File: config.mk
export PLATFORM = sky130hd
export DESIGN_NAME = form_field_extract_decode_core
export DESIGN_NICKNAME = d
export VERILOG_FILES = /design/src/hw/rtl/ffed_pkg.sv /design/src/hw/rtl/ffed_step.sv /design/src/hw/rtl/form_field_extract_decode_core.sv
export SDC_FILE = /design/constraint.sdc
export NUM_CORES = 1
export LEC_CHECK = 0
export ABC_AREA = 1
export BUFFER_PORTS_ARGS = -buffer_cell sky130_fd_sc_hd__buf_4
export CORE_ASPECT_RATIO = 0.8
export CORE_MARGIN = 2
export CORE_UTILIZATION = 45
export CTS_BUF_LIST = sky130_fd_sc_hd__clkbuf_4 sky130_fd_sc_hd__clkbuf_8 sky130_fd_sc_hd__clkbuf_16
export DETAILED_ROUTE_END_ITERATION = 10
export PLACE_DENSITY_LB_ADDON = 0.15
export SETUP_SLACK_MARGIN = 0.02
export SLEW_MARGIN = 25
export SYNTH_ARGS = -nofsm -noshare
export SYNTH_HDL_FRONTEND = slang
export SYNTH_SLANG_ARGS = --single-unit
File: constraint.sdc
create_clock -name clk -period 6.4 [get_ports clk]
set_input_delay 0.96 -clock clk [delete_from_list [all_inputs] [get_ports clk]]
set_output_delay 0.96 -clock clk [all_outputs]
set_load 0.05 [all_outputs]
File: src/hw/rtl/ffed_pkg.sv
// Shared types, character codes and hex helpers for the form field decoder.
// Used by ffed_step and form_field_extract_decode_core; no dependencies.
`timescale 1ns / 1ps
package ffed_pkg;

  localparam int NUM_RES = 4;

  localparam logic [7:0] CH_PLUS  = 8'h2B;
  localparam logic [7:0] CH_PCT   = 8'h25;
  localparam logic [7:0] CH_EQ    = 8'h3D;
  localparam logic [7:0] CH_AMP   = 8'h26;
  localparam logic [7:0] CH_SPACE = 8'h20;

  localparam logic KIND_BYTE   = 1'b0;
  localparam logic KIND_REPORT = 1'b1;

  localparam logic [1:0] CFG_KEY_CHARS  = 2'd0;
  localparam logic [1:0] CFG_KEY_LENGTH = 2'd1;
  localparam logic [1:0] CFG_CAPACITY   = 2'd2;

  typedef enum logic [1:0] {
    PH_MATCH = 2'd0,
    PH_SKIP  = 2'd1,
    PH_VALUE = 2'd2,
    PH_DONE  = 2'd3
  } phase_t;

  typedef enum logic [1:0] {
    ESC_NONE = 2'd0,
    ESC_ONE  = 2'd1,
    ESC_TWO  = 2'd2
  } esc_t;

  typedef struct packed {
    phase_t     phase;
    logic [3:0] key_pos;
    logic [7:0] raw_cnt;
    esc_t       esc;
    logic [7:0] held;
  } state_t;

  typedef struct packed {
    logic       kind;
    logic [7:0] value_byte;
    logic       found;
    logic       run_last;
  } result_t;

  typedef result_t [NUM_RES-1:0] res_vec_t;

  function automatic logic is_hex(input logic [7:0] c);
    return (c >= 8'h30 && c <= 8'h39) || (c >= 8'h61 && c <= 8'h66) ||
           (c >= 8'h41 && c <= 8'h46);
  endfunction

  function automatic logic [3:0] hex_val(input logic [7:0] c);
    logic [3:0] v;
    v = 4'd0;
    if (c >= 8'h30 && c <= 8'h39) v = 4'(c - 8'h30);
    else if (c >= 8'h61 && c <= 8'h66) v = 4'(c - 8'h57);
    else if (c >= 8'h41 && c <= 8'h46) v = 4'(c - 8'h37);
    return v;
  endfunction

  function automatic result_t mk_res(input logic kind, input logic [7:0] b,
                                     input logic found);
    result_t r;
    r.kind       = kind;
    r.value_byte = b;
    r.found      = found;
    r.run_last   = 1'b0;
    return r;
  endfunction

endpackage

File: src/hw/rtl/ffed_step.sv
// Next-state and result logic for one body byte of the form field decoder.
// Depends on ffed_pkg.
`timescale 1ns / 1ps
module ffed_step #(
  parameter int MAX_KEY_BYTES = 8
) (
  input  ffed_pkg::state_t   st,
  input  logic [7:0]         body_byte,
  input  logic               body_end,
  input  logic [63:0]        key_chars,
  input  logic [3:0]         key_length,
  input  logic [7:0]         value_capacity,
  output ffed_pkg::state_t   st_nxt,
  output ffed_pkg::res_vec_t res,
  output logic [2:0]         res_cnt
);

  localparam logic [3:0] MAX_KEY = 4'(MAX_KEY_BYTES);

  ffed_pkg::state_t   s;
  ffed_pkg::res_vec_t r;
  logic [2:0]         n;
  logic [3:0]         klen;
  logic [7:0]         limit;
  logic [7:0]         kb;
  logic               fin;
  logic               plain;
  logic [7:0]         b;

  always_comb begin
    b     = body_byte;
    s     = st;
    r     = '0;
    n     = 3'd0;
    fin   = 1'b0;
    plain = 1'b0;
    klen  = (key_length > MAX_KEY) ? MAX_KEY : key_length;
    limit = (value_capacity == 8'd0) ? 8'd0 : value_capacity - 8'd1;
    kb    = key_chars[{s.key_pos[2:0], 3'b000} +: 8];

    case (st.phase)
      ffed_pkg::PH_MATCH: begin
        if (b == ffed_pkg::CH_AMP) begin
          s.key_pos = 4'd0;
        end else if (s.key_pos < klen) begin
          if (b == kb) s.key_pos = s.key_pos + 4'd1;
          else s.phase = ffed_pkg::PH_SKIP;
        end else if (b == ffed_pkg::CH_EQ) begin
          s.phase   = ffed_pkg::PH_VALUE;
          s.raw_cnt = 8'd0;
          s.esc     = ffed_pkg::ESC_NONE;
          s.held    = 8'd0;
          if (limit == 8'd0) fin = 1'b1;
        end else begin
          s.phase = ffed_pkg::PH_SKIP;
        end
      end
      ffed_pkg::PH_SKIP: begin
        if (b == ffed_pkg::CH_AMP) begin
          s.phase   = ffed_pkg::PH_MATCH;
          s.key_pos = 4'd0;
        end
      end
      ffed_pkg::PH_VALUE: begin
        if (b == ffed_pkg::CH_AMP || s.raw_cnt >= limit) begin
          fin = 1'b1;
        end else begin
          s.raw_cnt = s.raw_cnt + 8'd1;
          case (s.esc)
            ffed_pkg::ESC_ONE: begin
              if (ffed_pkg::is_hex(b)) begin
                s.held = b;
                s.esc  = ffed_pkg::ESC_TWO;
              end else begin
                s.esc = ffed_pkg::ESC_NONE;
                r[n[1:0]] = ffed_pkg::mk_res(ffed_pkg::KIND_BYTE, ffed_pkg::CH_PCT, 1'b0);
                n = n + 3'd1;
                plain = 1'b1;
              end
            end
            ffed_pkg::ESC_TWO: begin
              s.esc = ffed_pkg::ESC_NONE;
              if (ffed_pkg::is_hex(b)) begin
                r[n[1:0]] = ffed_pkg::mk_res(ffed_pkg::KIND_BYTE,
                  {ffed_pkg::hex_val(s.held), ffed_pkg::hex_val(b)}, 1'b0);
                n = n + 3'd1;
              end else begin
                r[n[1:0]] = ffed_pkg::mk_res(ffed_pkg::KIND_BYTE, ffed_pkg::CH_PCT, 1'b0);
                n = n + 3'd1;
                r[n[1:0]] = ffed_pkg::mk_res(ffed_pkg::KIND_BYTE, s.held, 1'b0);
                n = n + 3'd1;
                plain = 1'b1;
              end
            end
            default: plain = 1'b1;
          endcase
          if (plain) begin
            if (b == ffed_pkg::CH_PLUS) begin
              r[n[1:0]] = ffed_pkg::mk_res(ffed_pkg::KIND_BYTE, ffed_pkg::CH_SPACE, 1'b0);
              n = n + 3'd1;
            end else if (b == ffed_pkg::CH_PCT) begin
              s.esc = ffed_pkg::ESC_ONE;
            end else begin
              r[n[1:0]] = ffed_pkg::mk_res(ffed_pkg::KIND_BYTE, b, 1'b0);
              n = n + 3'd1;
            end
          end
          if (s.raw_cnt >= limit) fin = 1'b1;
        end
      end
      default: ;
    endcase

    if (body_end && !fin) begin
      if (s.phase == ffed_pkg::PH_VALUE) begin
        fin = 1'b1;
      end else if (s.phase == ffed_pkg::PH_MATCH || s.phase == ffed_pkg::PH_SKIP) begin
        r[n[1:0]] = ffed_pkg::mk_res(ffed_pkg::KIND_REPORT, 8'd0, 1'b0);
        n = n + 3'd1;
      end
    end

    if (fin) begin
      if (s.esc == ffed_pkg::ESC_ONE || s.esc == ffed_pkg::ESC_TWO) begin
        r[n[1:0]] = ffed_pkg::mk_res(ffed_pkg::KIND_BYTE, ffed_pkg::CH_PCT, 1'b0);
        n = n + 3'd1;
      end
      if (s.esc == ffed_pkg::ESC_TWO) begin
        r[n[1:0]] = ffed_pkg::mk_res(ffed_pkg::KIND_BYTE, s.held, 1'b0);
        n = n + 3'd1;
      end
      s.esc = ffed_pkg::ESC_NONE;
      r[n[1:0]] = ffed_pkg::mk_res(ffed_pkg::KIND_REPORT, 8'd0, 1'b1);
      n = n + 3'd1;
      s.phase = ffed_pkg::PH_DONE;
    end

    if (body_end) begin
      s.phase   = ffed_pkg::PH_MATCH;
      s.key_pos = 4'd0;
      s.raw_cnt = 8'd0;
      s.esc     = ffed_pkg::ESC_NONE;
      s.held    = 8'd0;
    end

    for (int i = 0; i < ffed_pkg::NUM_RES; i++) begin
      r[i].run_last = (3'(i + 1) == n);
    end
  end

  assign st_nxt  = s;
  assign res     = r;
  assign res_cnt = n;

endmodule

File: src/hw/rtl/form_field_extract_decode_core.sv
// Form-urlencoded field extractor and value decoder, top level.
// Depends on ffed_pkg and ffed_step.
// Results of a byte are registered and appear on out_* in the cycle after it is accepted.
// Throughput: one byte per cycle while out_tready is high and each byte gives at most one
//   result; a byte giving more results holds the input while its result group drains.
// Reset: rst_n synchronous, active low; registers return to key 0, length 4, capacity 64.
`timescale 1ns / 1ps
module form_field_extract_decode_core #(
  parameter int MAX_KEY_BYTES = 8
) (
  input  logic        clk,
  input  logic        rst_n,
  input  logic        in_tvalid,
  output logic        in_tready,
  input  logic [7:0]  in_tdata,   // [7:0] body_byte
  input  logic        in_tlast,   // body_end
  output logic        out_tvalid,
  input  logic        out_tready,
  output logic [15:0] out_tdata,  // [7:0] value_byte, [8] found, [15:9] zero
  output logic        out_tuser,  // [0] kind
  output logic        out_tlast,  // run_last
  input  logic        cfg_we,
  input  logic [1:0]  cfg_addr,
  input  logic [63:0] cfg_wdata
);

  logic [63:0]        key_chars_r;
  logic [3:0]         key_length_r;
  logic [7:0]         capacity_r;
  ffed_pkg::state_t   st_r;
  ffed_pkg::state_t   st_nxt;
  ffed_pkg::res_vec_t grp_r;
  ffed_pkg::res_vec_t step_res;
  logic [2:0]         step_cnt;
  logic [2:0]         rem_r;
  logic [1:0]         idx_r;
  logic               in_fire;
  logic               out_fire;
  ffed_pkg::result_t  cur;

  ffed_step #(.MAX_KEY_BYTES(MAX_KEY_BYTES)) u_step (
    .st             (st_r),
    .body_byte      (in_tdata),
    .body_end       (in_tlast),
    .key_chars      (key_chars_r),
    .key_length     (key_length_r),
    .value_capacity (capacity_r),
    .st_nxt         (st_nxt),
    .res            (step_res),
    .res_cnt        (step_cnt)
  );

  assign cur        = grp_r[idx_r];
  assign out_tvalid = (rem_r != 3'd0);
  assign out_fire   = out_tvalid && out_tready;
  assign in_tready  = (rem_r == 3'd0) || (rem_r == 3'd1 && out_tready);
  assign in_fire    = in_tvalid && in_tready;
  assign out_tdata  = {7'd0, cur.found, cur.value_byte};
  assign out_tuser  = cur.kind;
  assign out_tlast  = cur.run_last;

  always_ff @(posedge clk) begin
    if (!rst_n) begin
      key_chars_r  <= 64'd0;
      key_length_r <= 4'd4;
      capacity_r   <= 8'd64;
    end else if (cfg_we) begin
      case (cfg_addr)
        ffed_pkg::CFG_KEY_CHARS:  key_chars_r  <= cfg_wdata;
        ffed_pkg::CFG_KEY_LENGTH: key_length_r <= cfg_wdata[3:0];
        ffed_pkg::CFG_CAPACITY:   capacity_r   <= cfg_wdata[7:0];
        default: ;
      endcase
    end
  end

  always_ff @(posedge clk) begin
    if (!rst_n) begin
      st_r.phase   <= ffed_pkg::PH_MATCH;
      st_r.key_pos <= 4'd0;
      st_r.raw_cnt <= 8'd0;
      st_r.esc     <= ffed_pkg::ESC_NONE;
      st_r.held    <= 8'd0;
      rem_r        <= 3'd0;
      idx_r        <= 2'd0;
    end else begin
      if (in_fire) begin
        st_r <= st_nxt;
      end
      if (in_fire && step_cnt != 3'd0) begin
        rem_r <= step_cnt;
        idx_r <= 2'd0;
      end else if (out_fire) begin
        rem_r <= rem_r - 3'd1;
        idx_r <= idx_r + 2'd1;
      end
    end
  end

  always_ff @(posedge clk) begin
    if (in_fire && step_cnt != 3'd0) begin
      grp_r <= step_res;
    end
  end

`ifndef SYNTH
  a_rem_bound: assert property (@(posedge clk) disable iff (!rst_n)
    rem_r <= 3'd4)
    else $error("result group count out of range");

  a_last_at_end: assert property (@(posedge clk) disable iff (!rst_n)
    out_tvalid |-> (out_tlast == (rem_r == 3'd1)))
    else $error("last flag does not line up with group end");

  a_report_last: assert property (@(posedge clk) disable iff (!rst_n)
    (out_tvalid && out_tuser == ffed_pkg::KIND_REPORT) |-> out_tlast)
    else $error("field report is not the final word of its byte");

  a_done_no_esc: assert property (@(posedge clk) disable iff (!rst_n)
    (st_r.phase == ffed_pkg::PH_DONE) |-> (st_r.esc == ffed_pkg::ESC_NONE))
    else $error("escape left pending after value end");
`endif

endmodule
==> metrics.md <==
| Metric | Value |
|---|---|
| CTS root buf | clkbuf_16 |
| Multi-input gate area | 5350 µm² |
| PwrDens | ~260 nW/µm² |
| Storage element area | 3420 µm² |
| Kind of critical path | flip-flop to flip-flop |
| Most used cell, CP | inv_1 |
| Final Critical Period | between 5 and 6 ns |
| Crit-path max FO | 22 |
| GRT Residual Overflow | 0 |
| Slew @ Worst Pin | about 0.97 ns |
| Status | finished clean |
| Final period util | 0.913 |
| Worst Hold Class | flip-flop to flip-flop |
| Die width | 168 µm |
| GRT Util Overall | 0.249 |
| Static leakage | approximately 0.0049 µW |
| Syn avg cell area | 7.12 µm² |
| Largest net degree at the start of global routing | 83 |
| Vias in the first global route | 8446 |
| Fillcell total | 2072 |
| Worst Path Required | 6.53 ns |
| IO Port Bufs | 92 |
| Core area | 20800 µm² |
| Endpoints failing hold | 0 |
| Layout Nets | between 1500 and 2000 |
| Via count | 9343 |
| Max Slew Vio Count | 0 |
| Sink Count | around 150 |
| RSZ-0062 raised after global routing | no |
| DIE AREA | 22600 µm² |
| Final worst slack | 0.554 ns |
| Sequential fraction of the synthesis area | 0.355 |
| Cell area after synthesis | slightly below 10000 µm² |
| Avg Vias per Cell | 5.48 |
| Layout cells sized above 1 | 0.133 |
| Cells after Synth | between 1000 and 1500 |
| Ports | 100 |
| Post-synth EDFFs | 44 |
| Final antenna-violating net count | 0 |
| # rows | 47 |
| Pwr Total | between 2000 and 3000 µW |
| Routability cong. | 0.963 |
| Worst path slowest cell | dfxtp_1 |
| First-pass GRT wire length | 44800 µm |
| Dominant synthesized flop cell | dfxtp_1 |
| Startpoint types | flip-flop |
| Setup TNS | 0 ns |
| CTS buffer count | 17 |
| TritonCTS clock tree | yes |
| Final setup viols | 0 |
| Distinct cells, synth | 56 |
| Final HPWL DP | 20500 µm |
| CP max stage delay | 0.32 ns |
| FF+latch count, synth | ~150 |
| Ys async rst share | 0 |
| H-tree levels | 4 |
| Slew headroom | 0.347 |
| Critical path launch point | capacity_r[3] |
| Crit Reg-Reg Startpoint | capacity_r[3] |
| Initial DRT Pass Iterations | 9 |
| Hold_sp | key_chars_r[22] |
| Avg WL per Cell | 16.4 µm |
| Chip height | 135 µm |
| 1st-iter DRT viols | 813 |
| Final Skew | approximately 0.016 ns |
| DRC Markers | 0 |
| CP arrival | between 5 and 6 ns |
| Fmax | 0.171 GHz |
| Number of diodes | 0 |
| Initial Util | 0.463 |
| Post-CTS Hold Buffers | 0 |
| Maxcap violations | 0 |
| Area growth, synth to finish | 14.8% |
| DP Worst Slack | ~0.12 ns |
| Routed wire length | ~28000 µm |
| Max clock buf depth | 2 |
| Peak supply drop | between 0.15 and 0.2 mV |
| Clock slew at reported path FFs | 0.07 ns |
| Type of element capturing the critical path | flip-flop |
| Initial antenna violation count | 0 |
| Yosys warns | 0 |
| Clock latency on the worst-skew pair | 0.43 ns |
-- layer usage --
| layer | wire, µm | GRT usage | vias to the layer above | share of wire |
|---|---|---|---|---|
| met3 | 2210 | 0.0513 | 34 | 0.079 |
| met5 | 0 | 0 | - | 0 |
| met4 | 295 | 0.0488 | 0 | 0.011 |
| met1 | 13800 | 0.381 | 4276 | 0.49 |
| met2 | 11600 | 0.363 | 370 | 0.42 |
| li1 | - | - | 4663 | - |
-- registers in the layout, summed over array words and instances, names as in the netlist --
signal / flops
idx_r: 2
rem_r: 3
key_chars_r: 64
capacity_r: 8
grp_r: 44
st_r: 24
key_length_r: 4
-- power by group --
part           leakage [µW]  internal [µW]  total (µW)  switching, µW
combinational       0.00339            251         823            573
clock              0.000279            550         996            445
sequential          0.00128           1060        1100           45.2
total               0.00495           1860        2920           1060
-- cell usage after synthesis (14+ instances only) --
master / instances / area, µm²
nand2_1: 223 / 837
nor2_1: 211 / 792
o21ai_0: 168 / 841
inv_1: 139 / 522
dfxtp_1: 105 / 2100
nand3_1: 84 / 420
a21oi_1: 81 / 405
ha_1: 58 / 726
edfxtp_1: 44 / 1320
clkbuf_1: 36 / 135
a22oi_1: 20 / 150
o22ai_1: 16 / 100
nor3_1: 14 / 70.1
-- area by class of cell --
type                    count  area share
repair buffers            105      0.0740
multi-input cells        1001       0.484
inverters                 148      0.0505
well taps                 269      0.0304
clock inverters            14      0.0122
flip-flops and latches    149       0.310
clock buffers              18      0.0391
-- critical path, delay by kind of cell, from the launching register on --
family	cells	cell delay (ns)
buffers and inverters	7	0.86
DFF	1	0.32
and+or+nand+nor	13	1.76
xor gates and xnor gates	1	0.19
adders and majority gates	5	1.46
AOI/OAI and AO/OA	6	0.97
-- worst paths after layout --
| check | endpoint | slack (ns) | cells after the start |
|---|---|---|---|
| hold reg to reg | key_chars_r[22] | 0.45 | 2 |
| setup / recovery | grp_r[29] | 0.55 | 32 |
| hold / removal | key_chars_r[22] | 0.45 | 2 |
| setup reg to reg | grp_r[29] | 0.55 | 32 |
-- metrics by stage --
stage | instance area [µm²] | std cells | hold WS, ns | utilization
2_1_floorplan | 9660 | 1360 | 0.424 | -
3_3_place_gp | 10400 | 1669 | 0.438 | 0.501
3_5_place_dp | 10400 | 1669 | 0.447 | 0.502
4_1_cts | 11000 | 1701 | 0.458 | 0.529
5_1_grt | 11100 | 1704 | 0.473 | 0.531
6_report | 11100 | 1704 | 0.455 | 0.531
-- cell families after synthesis --
logic type | synth area share
and+or+nand+nor | 0.271
other | 0.000389
AOI/OAI and AO/OA | 0.193
muxes | 0.00104
adders and majority gates | 0.0753
buffers and inverters | 0.0931
DFF | 0.355
xor gates and xnor gates | 0.0109
-- repair_timing --
item	CTS	global route
setup buffers	0	2
gates resized for setup	0	3
endpoints found under the hold margin	0	0
setup endpoints to repair	0	45
-- layout by cell type (no fill, tap or decap), drive strengths merged, types with 17 or more instances in the layout --
cell    count
nand2     241
nand3      91
dfxtp     105
o21ai     180
clkbuf     19
edfxtp     44
ha         58
a21oi      81
a22oi      20
nor2      219
inv       157
buf       104
nor3       17
(Power assumes the default switching activity.)
